File: config.mk
export PLATFORM = sky130hd
export DESIGN_NAME = script_token_scanner_core
export DESIGN_NICKNAME = d
export VERILOG_FILES = /design/src/design/sts_pkg.sv /design/src/design/script_token_scanner_core.sv /design/src/design/sts_front.sv /design/src/design/sts_back.sv
export SDC_FILE = /design/constraint.sdc
export NUM_CORES = 1
export LEC_CHECK = 0
export BUFFER_PORTS_ARGS = -buffer_cell sky130_fd_sc_hd__buf_2
export CORE_MARGIN = 2
export CORE_UTILIZATION = 50
export DETAILED_ROUTE_END_ITERATION = 6
export PLACE_DENSITY_LB_ADDON = 0.12
export SLEW_MARGIN = 25
export SYNTH_ARGS = -nofsm -noshare
export SYNTH_HDL_FRONTEND = slang
export SYNTH_HIERARCHICAL = 1
export SYNTH_SLANG_ARGS = --single-unit
File: constraint.sdc
create_clock -name clk -period 20.3 [get_ports clk]
set_input_delay 2.03 -clock clk [delete_from_list [all_inputs] [get_ports clk]]
set_output_delay 2.03 -clock clk [all_outputs]
set_load 0.1 [all_outputs]
File: src/design/sts_pkg.sv
// sts_pkg: shared types, token and mode codes and character helpers for the scanner
// no dependencies
package sts_pkg;

  localparam int POSITION_BITS = 20;
  localparam int LINE_BITS = 16;
  localparam int QUEUE_DEPTH = 4;
  localparam int QPTR_BITS = 2;

  localparam logic [POSITION_BITS-1:0] POS_TOP = {POSITION_BITS{1'b1}};
  localparam logic [LINE_BITS-1:0] LINE_TOP = {LINE_BITS{1'b1}};

  localparam logic [5:0] K_LPAREN = 6'd0;
  localparam logic [5:0] K_RPAREN = 6'd1;
  localparam logic [5:0] K_LBRACE = 6'd2;
  localparam logic [5:0] K_RBRACE = 6'd3;
  localparam logic [5:0] K_SEMI = 6'd4;
  localparam logic [5:0] K_COMMA = 6'd5;
  localparam logic [5:0] K_DOT = 6'd6;
  localparam logic [5:0] K_MINUS = 6'd7;
  localparam logic [5:0] K_PLUS = 6'd8;
  localparam logic [5:0] K_SLASH = 6'd9;
  localparam logic [5:0] K_STAR = 6'd10;
  localparam logic [5:0] K_BANG = 6'd11;
  localparam logic [5:0] K_EQUAL = 6'd13;
  localparam logic [5:0] K_GREATER = 6'd15;
  localparam logic [5:0] K_LESS = 6'd17;
  localparam logic [5:0] K_IDENT = 6'd19;
  localparam logic [5:0] K_STRING = 6'd20;
  localparam logic [5:0] K_NUMBER = 6'd21;
  localparam logic [5:0] K_KEYWORD0 = 6'd22;
  localparam logic [5:0] K_ERROR = 6'd38;
  localparam logic [5:0] K_EOF = 6'd39;

  localparam logic [1:0] E_NONE = 2'd0;
  localparam logic [1:0] E_UNTERM = 2'd1;
  localparam logic [1:0] E_UNEXP = 2'd2;

  typedef enum logic [3:0] {
    M_IDLE = 4'd0, M_SLASH = 4'd1, M_COMMENT = 4'd2, M_BANG = 4'd3,
    M_EQUAL = 4'd4, M_GREATER = 4'd5, M_LESS = 4'd6, M_IDENT = 4'd7,
    M_NUMBER = 4'd8, M_NUMDOT = 4'd9, M_FRACTION = 4'd10, M_STRING = 4'd11,
    M_ENDED = 4'd12
  } mode_t;

  typedef struct packed {
    logic [7:0] ch;
    logic       end_of_input;
  } in_item_t;

  typedef struct packed {
    logic [5:0]  token_kind;
    logic [1:0]  error_kind;
    logic [19:0] start_offset;
    logic [19:0] lexeme_length;
    logic [15:0] line_number;
    logic        last_of_run;
  } out_item_t;

  // one raw token before offset and length saturation
  typedef struct packed {
    logic [5:0]               kind;
    logic [1:0]               err;
    logic [POSITION_BITS-1:0] start;
    logic [POSITION_BITS:0]   len;
    logic [LINE_BITS-1:0]     line;
  } tok_t;

  // a bundle of up to three tokens caused by one item
  typedef struct packed {
    logic [1:0] count;
    tok_t       t0;
    tok_t       t1;
    tok_t       t2;
  } bundle_t;

  function automatic logic is_letter(input logic [7:0] c);
    return (c >= 8'h61 && c <= 8'h7a) || (c >= 8'h41 && c <= 8'h5a);
  endfunction

  function automatic logic is_digit(input logic [7:0] c);
    return c >= 8'h30 && c <= 8'h39;
  endfunction

  function automatic logic [19:0] sat20(input logic [POSITION_BITS:0] v);
    logic [32:0] w;
    w = 33'(v);
    return (w > 33'hFFFFF) ? 20'hFFFFF : w[19:0];
  endfunction

  function automatic logic [POSITION_BITS:0] span(input logic [POSITION_BITS-1:0] from,
                                                   input logic [POSITION_BITS-1:0] to);
    return (to > from) ? {1'b0, to - from} : '0;
  endfunction

endpackage

File: src/design/script_token_scanner_core.sv
// script_token_scanner_core: streaming lexical scanner, one source byte per cycle
// a token's bundle is written into the bundle queue when the byte that ends it is taken
// one byte per cycle unless in_full; results drain one per out_pop, up to three per byte
// a four-entry bundle queue decouples the scanner from the result side
// reset: synchronous active-low rst_n clears mode, offsets, line count (to one) and queue
// depends on sts_pkg, sts_front, sts_back
module script_token_scanner_core (
  input  logic               clk,
  input  logic               rst_n,
  input  logic               in_push,
  output logic               in_full,
  input  sts_pkg::in_item_t  in_item,
  output logic               out_empty,
  input  logic               out_pop,
  output sts_pkg::out_item_t out_item
);
  import sts_pkg::*;

  bundle_t bundle;
  logic take;

  assign take = in_push && !in_full;

  sts_front u_front (.clk(clk), .rst_n(rst_n), .take(take), .item(in_item), .bundle(bundle));
  sts_back u_back (.clk(clk), .rst_n(rst_n), .bwrite(take), .bundle(bundle), .bfull(in_full),
                   .out_empty(out_empty), .out_pop(out_pop), .out_item(out_item));
endmodule

File: src/design/sts_front.sv
// sts_front: scanning state machine; classifies each byte and forms a token bundle
// depends on sts_pkg
module sts_front (
  input  logic             clk,
  input  logic             rst_n,
  input  logic             take,
  input  sts_pkg::in_item_t item,
  output sts_pkg::bundle_t  bundle
);
  import sts_pkg::*;

  mode_t mode_r, mode_nxt;
  logic [POSITION_BITS-1:0] pos_r, pos_nxt, start_r, start_nxt;
  logic [LINE_BITS-1:0] line_r, line_nxt;
  logic [47:0] prefix_r, prefix_nxt;
  logic [2:0] wlen_r, wlen_nxt;

  logic [5:0] kw_kind;
  always_comb begin
    kw_kind = K_IDENT;
    case (wlen_r)
      3'd2: begin
        if (prefix_r[15:0] == 16'h6669) kw_kind = K_KEYWORD0 + 6'd6;
        if (prefix_r[15:0] == 16'h726f) kw_kind = K_KEYWORD0 + 6'd8;
      end
      3'd3: begin
        if (prefix_r[23:0] == 24'h646e61) kw_kind = K_KEYWORD0 + 6'd0;
        if (prefix_r[23:0] == 24'h726f66) kw_kind = K_KEYWORD0 + 6'd4;
        if (prefix_r[23:0] == 24'h6e7566) kw_kind = K_KEYWORD0 + 6'd5;
        if (prefix_r[23:0] == 24'h6c696e) kw_kind = K_KEYWORD0 + 6'd7;
        if (prefix_r[23:0] == 24'h726176) kw_kind = K_KEYWORD0 + 6'd14;
      end
      3'd4: begin
        if (prefix_r[31:0] == 32'h65736c65) kw_kind = K_KEYWORD0 + 6'd2;
        if (prefix_r[31:0] == 32'h73696874) kw_kind = K_KEYWORD0 + 6'd12;
        if (prefix_r[31:0] == 32'h65757274) kw_kind = K_KEYWORD0 + 6'd13;
      end
      3'd5: begin
        if (prefix_r[39:0] == 40'h7373616c63) kw_kind = K_KEYWORD0 + 6'd1;
        if (prefix_r[39:0] == 40'h65736c6166) kw_kind = K_KEYWORD0 + 6'd3;
        if (prefix_r[39:0] == 40'h746e697270) kw_kind = K_KEYWORD0 + 6'd9;
        if (prefix_r[39:0] == 40'h7265707573) kw_kind = K_KEYWORD0 + 6'd11;
        if (prefix_r[39:0] == 40'h656c696877) kw_kind = K_KEYWORD0 + 6'd15;
      end
      3'd6: begin
        if (prefix_r == 48'h6e7275746572) kw_kind = K_KEYWORD0 + 6'd10;
      end
      default: kw_kind = K_IDENT;
    endcase
  end

  always_comb begin
    tok_t t [3];
    logic [1:0] n;
    logic [7:0] c;
    logic [POSITION_BITS-1:0] p, dot;
    logic [LINE_BITS-1:0] ln;
    logic do_flush, do_fresh;
    logic [5:0] fk;
    logic femit;
    mode_t fmode;
    c = item.ch;
    p = pos_r;
    ln = line_r;
    n = 2'd0;
    for (int i = 0; i < 3; i++) t[i] = '0;
    mode_nxt = mode_r;
    pos_nxt = pos_r;
    start_nxt = start_r;
    line_nxt = line_r;
    prefix_nxt = prefix_r;
    wlen_nxt = wlen_r;
    do_flush = 1'b0;
    do_fresh = 1'b0;
    dot = (p > start_r) ? p - 1'b1 : p;
    fk = '0;
    femit = 1'b0;
    fmode = M_IDLE;

    if (mode_r == M_ENDED) begin
      t[0] = '{K_EOF, E_NONE, p, '0, ln};
      n = 2'd1;
    end else begin
      if (item.end_of_input || c == 8'd0) do_flush = 1'b1;
      else begin
        case (mode_r)
          M_IDENT: begin
            if (is_letter(c) || is_digit(c)) begin
              case (wlen_r)
                3'd0: prefix_nxt[7:0] = prefix_r[7:0] | c;
                3'd1: prefix_nxt[15:8] = prefix_r[15:8] | c;
                3'd2: prefix_nxt[23:16] = prefix_r[23:16] | c;
                3'd3: prefix_nxt[31:24] = prefix_r[31:24] | c;
                3'd4: prefix_nxt[39:32] = prefix_r[39:32] | c;
                3'd5: prefix_nxt[47:40] = prefix_r[47:40] | c;
                default: prefix_nxt = prefix_r;
              endcase
              if (wlen_r != 3'd7) wlen_nxt = wlen_r + 3'd1;
            end else begin
              do_flush = 1'b1; do_fresh = 1'b1;
            end
          end
          M_NUMBER: begin
            if (c == 8'h2e) mode_nxt = M_NUMDOT;
            else if (!is_digit(c)) begin do_flush = 1'b1; do_fresh = 1'b1; end
          end
          M_NUMDOT: begin
            if (is_digit(c)) mode_nxt = M_FRACTION;
            else begin do_flush = 1'b1; do_fresh = 1'b1; end
          end
          M_FRACTION: begin
            if (!is_digit(c)) begin do_flush = 1'b1; do_fresh = 1'b1; end
          end
          M_SLASH: begin
            if (c == 8'h2f) mode_nxt = M_COMMENT;
            else begin do_flush = 1'b1; do_fresh = 1'b1; end
          end
          M_COMMENT: begin
            if (c == 8'h0a) begin
              if (line_r != LINE_TOP) line_nxt = line_r + 1'b1;
              mode_nxt = M_IDLE;
            end
          end
          M_BANG, M_EQUAL, M_GREATER, M_LESS: begin
            if (c == 8'h3d) begin
              case (mode_r)
                M_BANG: fk = K_BANG + 6'd1;
                M_EQUAL: fk = K_EQUAL + 6'd1;
                M_GREATER: fk = K_GREATER + 6'd1;
                default: fk = K_LESS + 6'd1;
              endcase
              t[0] = '{fk, E_NONE, start_r, span(start_r, p) + 1'b1, ln};
              n = 2'd1;
              mode_nxt = M_IDLE;
            end else begin
              do_flush = 1'b1; do_fresh = 1'b1;
            end
          end
          M_STRING: begin
            if (c == 8'h0a) begin
              if (line_r != LINE_TOP) line_nxt = line_r + 1'b1;
            end else if (c == 8'h22) begin
              t[0] = '{K_STRING, E_NONE, start_r, span(start_r, p) + 1'b1, ln};
              n = 2'd1;
              mode_nxt = M_IDLE;
            end
          end
          default: do_fresh = 1'b1;
        endcase
        pos_nxt = (p != POS_TOP) ? p + 1'b1 : POS_TOP;
      end

      if (do_flush) begin
        mode_nxt = M_IDLE;
        case (mode_r)
          M_SLASH: begin t[n] = '{K_SLASH, E_NONE, start_r, 21'd1, ln}; n = n + 2'd1; end
          M_BANG: begin t[n] = '{K_BANG, E_NONE, start_r, 21'd1, ln}; n = n + 2'd1; end
          M_EQUAL: begin t[n] = '{K_EQUAL, E_NONE, start_r, 21'd1, ln}; n = n + 2'd1; end
          M_GREATER: begin
            t[n] = '{K_GREATER, E_NONE, start_r, 21'd1, ln}; n = n + 2'd1;
          end
          M_LESS: begin t[n] = '{K_LESS, E_NONE, start_r, 21'd1, ln}; n = n + 2'd1; end
          M_IDENT: begin
            t[n] = '{kw_kind, E_NONE, start_r, span(start_r, p), ln}; n = n + 2'd1;
          end
          M_NUMBER, M_FRACTION: begin
            t[n] = '{K_NUMBER, E_NONE, start_r, span(start_r, p), ln}; n = n + 2'd1;
          end
          M_NUMDOT: begin
            t[n] = '{K_NUMBER, E_NONE, start_r, span(start_r, dot), ln}; n = n + 2'd1;
            t[n] = '{K_DOT, E_NONE, dot, 21'd1, ln}; n = n + 2'd1;
          end
          M_STRING: begin
            t[n] = '{K_ERROR, E_UNTERM, start_r, span(start_r, p), ln}; n = n + 2'd1;
          end
          default: n = n;
        endcase
      end

      if (do_fresh) begin
        mode_nxt = M_IDLE;
        if (is_letter(c)) begin
          mode_nxt = M_IDENT; start_nxt = p; prefix_nxt = {40'd0, c}; wlen_nxt = 3'd1;
        end else if (is_digit(c)) begin
          mode_nxt = M_NUMBER; start_nxt = p;
        end else begin
          case (c)
            8'h28: begin femit = 1'b1; fk = K_LPAREN; end
            8'h29: begin femit = 1'b1; fk = K_RPAREN; end
            8'h7b: begin femit = 1'b1; fk = K_LBRACE; end
            8'h7d: begin femit = 1'b1; fk = K_RBRACE; end
            8'h3b: begin femit = 1'b1; fk = K_SEMI; end
            8'h2c: begin femit = 1'b1; fk = K_COMMA; end
            8'h2e: begin femit = 1'b1; fk = K_DOT; end
            8'h2d: begin femit = 1'b1; fk = K_MINUS; end
            8'h2b: begin femit = 1'b1; fk = K_PLUS; end
            8'h2a: begin femit = 1'b1; fk = K_STAR; end
            8'h2f: fmode = M_SLASH;
            8'h21: fmode = M_BANG;
            8'h3d: fmode = M_EQUAL;
            8'h3e: fmode = M_GREATER;
            8'h3c: fmode = M_LESS;
            8'h22: fmode = M_STRING;
            8'h20, 8'h0d, 8'h09: fmode = M_IDLE;
            8'h0a: begin
              if (line_r != LINE_TOP) line_nxt = line_r + 1'b1;
            end
            default: begin femit = 1'b1; fk = K_ERROR; end
          endcase
          if (fmode != M_IDLE) begin mode_nxt = fmode; start_nxt = p; end
          if (femit) begin
            t[n] = '{fk, (fk == K_ERROR) ? E_UNEXP : E_NONE, p, 21'd1, ln};
            n = n + 2'd1;
          end
        end
      end

      if (item.end_of_input || c == 8'd0) begin
        t[n] = '{K_EOF, E_NONE, p, '0, ln};
        n = n + 2'd1;
        mode_nxt = M_ENDED;
      end
    end
    bundle = '{n, t[0], t[1], t[2]};
  end

  always_ff @(posedge clk) begin
    if (!rst_n) begin
      mode_r <= M_IDLE;
      pos_r <= '0;
      start_r <= '0;
      line_r <= LINE_BITS'(1);
      prefix_r <= '0;
      wlen_r <= '0;
    end else if (take) begin
      mode_r <= mode_nxt;
      pos_r <= pos_nxt;
      start_r <= start_nxt;
      line_r <= line_nxt;
      prefix_r <= prefix_nxt;
      wlen_r <= wlen_nxt;
    end
  end

  assert property (@(posedge clk) disable iff (!rst_n)
    take && mode_r == M_ENDED |=> mode_r == M_ENDED) else $error("left ended mode");
  assert property (@(posedge clk) disable iff (!rst_n)
    line_r != '0) else $error("line count zero");
  assert property (@(posedge clk) disable iff (!rst_n)
    take |-> bundle.count != 2'd0 || mode_nxt != M_ENDED) else $error("eof not emitted");
endmodule

File: src/design/sts_back.sv
// sts_back: token bundle queue and serializer to the result queue interface
// depends on sts_pkg
module sts_back (
  input  logic              clk,
  input  logic              rst_n,
  input  logic              bwrite,
  input  sts_pkg::bundle_t  bundle,
  output logic              bfull,
  output logic              out_empty,
  input  logic              out_pop,
  output sts_pkg::out_item_t out_item
);
  import sts_pkg::*;

  bundle_t q_r [QUEUE_DEPTH];
  logic [QPTR_BITS-1:0] wp_r, rp_r;
  logic [QPTR_BITS:0] cnt_r;
  logic [1:0] sub_r;
  bundle_t head;
  tok_t cur;
  logic done, rd, wr;

  assign head = q_r[rp_r];
  assign out_empty = (cnt_r == '0);
  assign bfull = (cnt_r == (QPTR_BITS+1)'(QUEUE_DEPTH));
  always_comb begin
    case (sub_r)
      2'd0: cur = head.t0;
      2'd1: cur = head.t1;
      default: cur = head.t2;
    endcase
  end
  assign done = (sub_r + 2'd1 == head.count);
  assign rd = out_pop && !out_empty;
  assign wr = bwrite && bundle.count != 2'd0;
  assign out_item = '{cur.kind, cur.err, sat20({1'b0, cur.start}), sat20(cur.len),
                      cur.line[15:0], done};

  always_ff @(posedge clk) begin
    if (wr) q_r[wp_r] <= bundle;
  end

  always_ff @(posedge clk) begin
    if (!rst_n) begin
      wp_r <= '0; rp_r <= '0; cnt_r <= '0; sub_r <= '0;
    end else begin
      if (wr) wp_r <= wp_r + 1'b1;
      if (rd) begin
        if (done) begin
          rp_r <= rp_r + 1'b1; sub_r <= '0;
        end else sub_r <= sub_r + 2'd1;
      end
      cnt_r <= cnt_r + (QPTR_BITS+1)'(wr) - (QPTR_BITS+1)'(rd && done);
    end
  end

  assert property (@(posedge clk) disable iff (!rst_n)
    !(wr && bfull)) else $error("queue overflow");
  assert property (@(posedge clk) disable iff (!rst_n)
    !out_empty |-> head.count != 2'd0) else $error("empty bundle queued");
  assert property (@(posedge clk) disable iff (!rst_n)
    cnt_r <= (QPTR_BITS+1)'(QUEUE_DEPTH)) else $error("count out of range");
endmodule
==> impl_metrics.tcl <==
set metrics [dict create \
    avgSynthCellArea_sq_um 14.1 \
    core_region_area_sq_um 83300 \
    p_leak_nw 15.5 \
    grt_usage_pct 25.0 \
    p_sw_mw 2.30 \
    die-area_sq_um 86100 \
    p_comb_share_pct 33.6 \
    wirelength_um 108000 \
    yosys_warnings 6 \
    detail-route-antenna-nets 0 \
    yosysSeqAreaShare_pct 62.4 \
    crit_chain "buf_2, nor4_1, a21o_1, a21oi_1, and2_1, o21ai_1, ha_1, mux2i_1, ha_1, a211oi_1, o21a_1, and2_4, buf_4, buf_6" \
    fmax_ghz 0.137 \
    cts_num_sinks 910 \
    finalCritPeriodShare_pct 35.8 \
    synth_edf_count 788 \
    port_buffers 79 \
    slew_violations 0 \
    hold_viol 0 \
    die_height_um 293 \
    fin_crit_ns 7.28 \
    p_seq_share_pct 38.1 \
    path_clk_slew_ns 0.06 \
    grt_setup_unrepaired "no" \
    slowest_delay_ns 0.75 \
    rows 106 \
    area_growth_pct 10.4 \
    grt_max_degree 150 \
    dp_cells 3997 \
    dr.pass1.iters 5 \
    synth_flop_cell "edfxtp_1" \
    grt_overflow 0 \
    initial_core_util_pct 50.3 \
    dpl_cell_area_sq_um 43100 \
    grt_pass1_wl_um 162000 \
    cp.required_ns 20.57 \
    clk_latency_ns 0.66 \
    drc 0 \
    synth-seq-cells 910 \
    stdcell_count 4173 \
    netlist_instances 2969 \
    gr-usage-met1_pct 35.6 \
    synth_cell_types 114 \
    grt.met2_usage_pct 40.0 \
    crit_top_cell "ha_1" \
    holdCritPathClass "register to register" \
    antenna_found_initial 0 \
    vias 25900 \
    utilization_pct 55.5 \
    grtUsageMet3_pct 3.68 \
    cp-start-kind "input pin" \
    status "finished clean" \
    routabilityCongestion 0.947 \
    cts_made_buffers 93 \
    post_drt_wl_per_cell_um 25.8 \
    die-width_um 293 \
    arrival_ns 7.54 \
    path_delay_family "compound AO/OA/AOI/OAI gates" \
    first_iter_violations 2355 \
    p_clk_share_pct 28.3 \
    max_cap_viol_count 0 \
    worst_pin_slew_ns 1.20 \
    hpwl_um 69600 \
    slowest_stage "buf_4" \
    ctsHoldBuffers 0 \
    post_cts_buffers 0 \
    htreeDepth 3 \
    cp_max_fo 68 \
    setup_viol 0 \
    cts_root_buffer "clkbuf_16" \
    skew_ns 0.0654 \
    slew_headroom_pct 20.3 \
    p_int_mw 3.70 \
    max-vdd-ir-drop_v 0.0000965 \
    p_per_area_nw_per_um2 130 \
    cts_buffer_depth 3 \
    drt-vias-per-instance 6.20 \
    syn-cell-area_sq_um 41900 \
    post_cts_resized 0 \
    io_pins 80 \
    layout-drive-gt1-share_pct 16.6 \
    cp-end-kind "register" \
    grt_pass1_vias 25700 \
    fin_nets 3092 \
    busiest_layer "met2" \
    async_reset_ff_share_pct 0 \
    path_buf_inv 3 \
    finalSetupTns_ns 0 \
    critPathKind "input pin to register" \
    final_area_sq_um 46200 \
    switching_share_pct 38.4 \
    cts_tree "built" \
]
==> layer usage <==
layer  wire length (um)  vias up
met5                  0        -
met4               2830        0
met3               6840      168
met2              51500      888
met1              46600    13300
li1                   -    11500
==> per-stage QoR <==
| step | hold WS [ns] | setup WS [ns] | power [mW] |
|---|---|---|---|
| after detailed placement | 0.460 | 12.10 | 4.35 |
| after CTS | 0.473 | 12.76 | 6.04 |
| after global placement | 0.442 | 12.18 | 4.34 |
| after global routing | 0.501 | 12.52 | 6.22 |
| final | 0.469 | 13.02 | 6.00 |
| after floorplan | 0.428 | 10.17 | 3.90 |
==> cell type report <==
| type | count | area (sq um) |
|---|---|---|
| Fill cell | 6740 | 37100 |
| Sequential cell | 910 | 26100 |
| Multi-Input combinational cell | 1821 | 14600 |
| Clock buffer | 117 | 2470 |
| Tap cell | 1080 | 1350 |
| Timing Repair Buffer | 118 | 786 |
| Clock inverter | 56 | 603 |
| Inverter | 70 | 263 |
| Antenna cell | 1 | 2.50 |
==> cells in the mapped netlist, types with 9 or more instances <==
library cell  number  area share, %
edfxtp_1         788             57
nand2_1          244            2.2
mux4_2           195             10
nor2_1           184            1.6
a21oi_1          142            1.7
dfxtp_1          122            5.8
and2_1            85            1.3
clkbuf_1          84           0.75
nand3_1           84            1.0
a22oi_1           82            1.5
o21ai_0           75           0.90
inv_1             68           0.61
buf_4             62            1.1
ha_1              62            1.9
xnor2_1           49            1.0
xor2_1            43           0.90
buf_2             42           0.50
nor3_1            39           0.47
nand4_1           32           0.48
mux2i_1           31           0.74
nand2b_1          29           0.43
nor4_1            26           0.39
and3_1            24           0.36
a21o_1            23           0.41
a31oi_1           22           0.33
nor2b_1           22           0.33
a22o_1            18           0.38
buf_1             18           0.16
a211oi_1          15           0.27
or3_1             13           0.19
o211ai_1          12           0.22
o21a_1            12           0.22
o21ai_1           11           0.13
or4_1             10           0.18
nand3b_1           9           0.16
==> power by group through the flow <==
stage	clock (mW)	combinational (mW)	sequential [mW]
after floorplan	0	1.57	2.33
after global placement	0	2.02	2.32
after detailed placement	0	2.02	2.33
after CTS	1.73	2.03	2.29
after global routing	1.80	2.12	2.30
final	1.70	2.02	2.29
==> sequential cells by signal, indices dropped and copies added, names as in the netlist, 3 cells and up, named ones only <==
| signal | flops |
|---|---|
| u_front/prefix_r | 48 |
| u_front/start_r | 20 |
| u_front/pos_r | 20 |
| u_front/wlen_r | 3 |
| u_front/line_r | 16 |
| u_back/q_r | 788 |
| u_back/cnt_r | 3 |
| u_front/mode_r | 4 |
==> placed cells by master (no fill, tap or decap), drive strengths merged, types with 7 or more instances in the layout <==
master / netlist / layout
o21ai: 87 / 87
o22ai: 7 / 7
or3: 14 / 14
nor2b: 23 / 23
bufinv: 0 / 9
a31oi: 22 / 22
nor2: 188 / 188
xor2: 43 / 43
a211oi: 17 / 17
inv: 69 / 74
a22oi: 82 / 82
dfxtp: 122 / 122
nand2b: 29 / 29
nand3: 86 / 86
nand4: 34 / 34
nand2: 246 / 246
a21o: 23 / 23
mux2i: 31 / 31
nor4: 30 / 30
and4: 7 / 7
nor3b: 9 / 9
and2: 85 / 85
ha: 62 / 62
o21a: 12 / 12
nand4b: 8 / 8
conb: 1 / 44
nand3b: 9 / 9
o211ai: 13 / 13
clkinv: 1 / 38
or4: 10 / 10
and3: 25 / 25
nor3: 42 / 42
buf: 127 / 118
edfxtp: 788 / 788
xnor2: 49 / 49
mux4: 195 / 195
a21oi: 144 / 144
a21boi: 10 / 10
clkbuf: 84 / 117
a22o: 18 / 18
==> tightest hold or removal path, stage by stage (launching register included) <==
cell	delay, ns
dfxtp_1	0.32
a21oi_1	0.04
nor2_1	0.07
==> cell families after synthesis <==
logic type / count (synthesis) / share of synthesized area, %
muxes: 228 / 11.3
and+or+nand+nor: 874 / 10.8
other: 1 / 0.00896
xor gates and xnor gates: 92 / 1.92
adders and majority gates: 65 / 2.00
DFF: 910 / 62.4
buffers and inverters: 281 / 3.29
AOI/OAI and AO/OA: 518 / 8.32
==> worst paths after layout <==
check,start,to,slack (ns),depth (start not counted)
setup / recovery,in_item[1],u_back/q_r[1][135],13.02,14
hold / removal,u_front/prefix_r[44],u_front/prefix_r[44],0.47,2
setup reg to reg,u_front/pos_r[0],u_back/q_r[1][165],13.22,22
hold reg to reg,u_front/prefix_r[44],u_front/prefix_r[44],0.47,2
No activity file was read; power rests on OpenSTA's default activity.
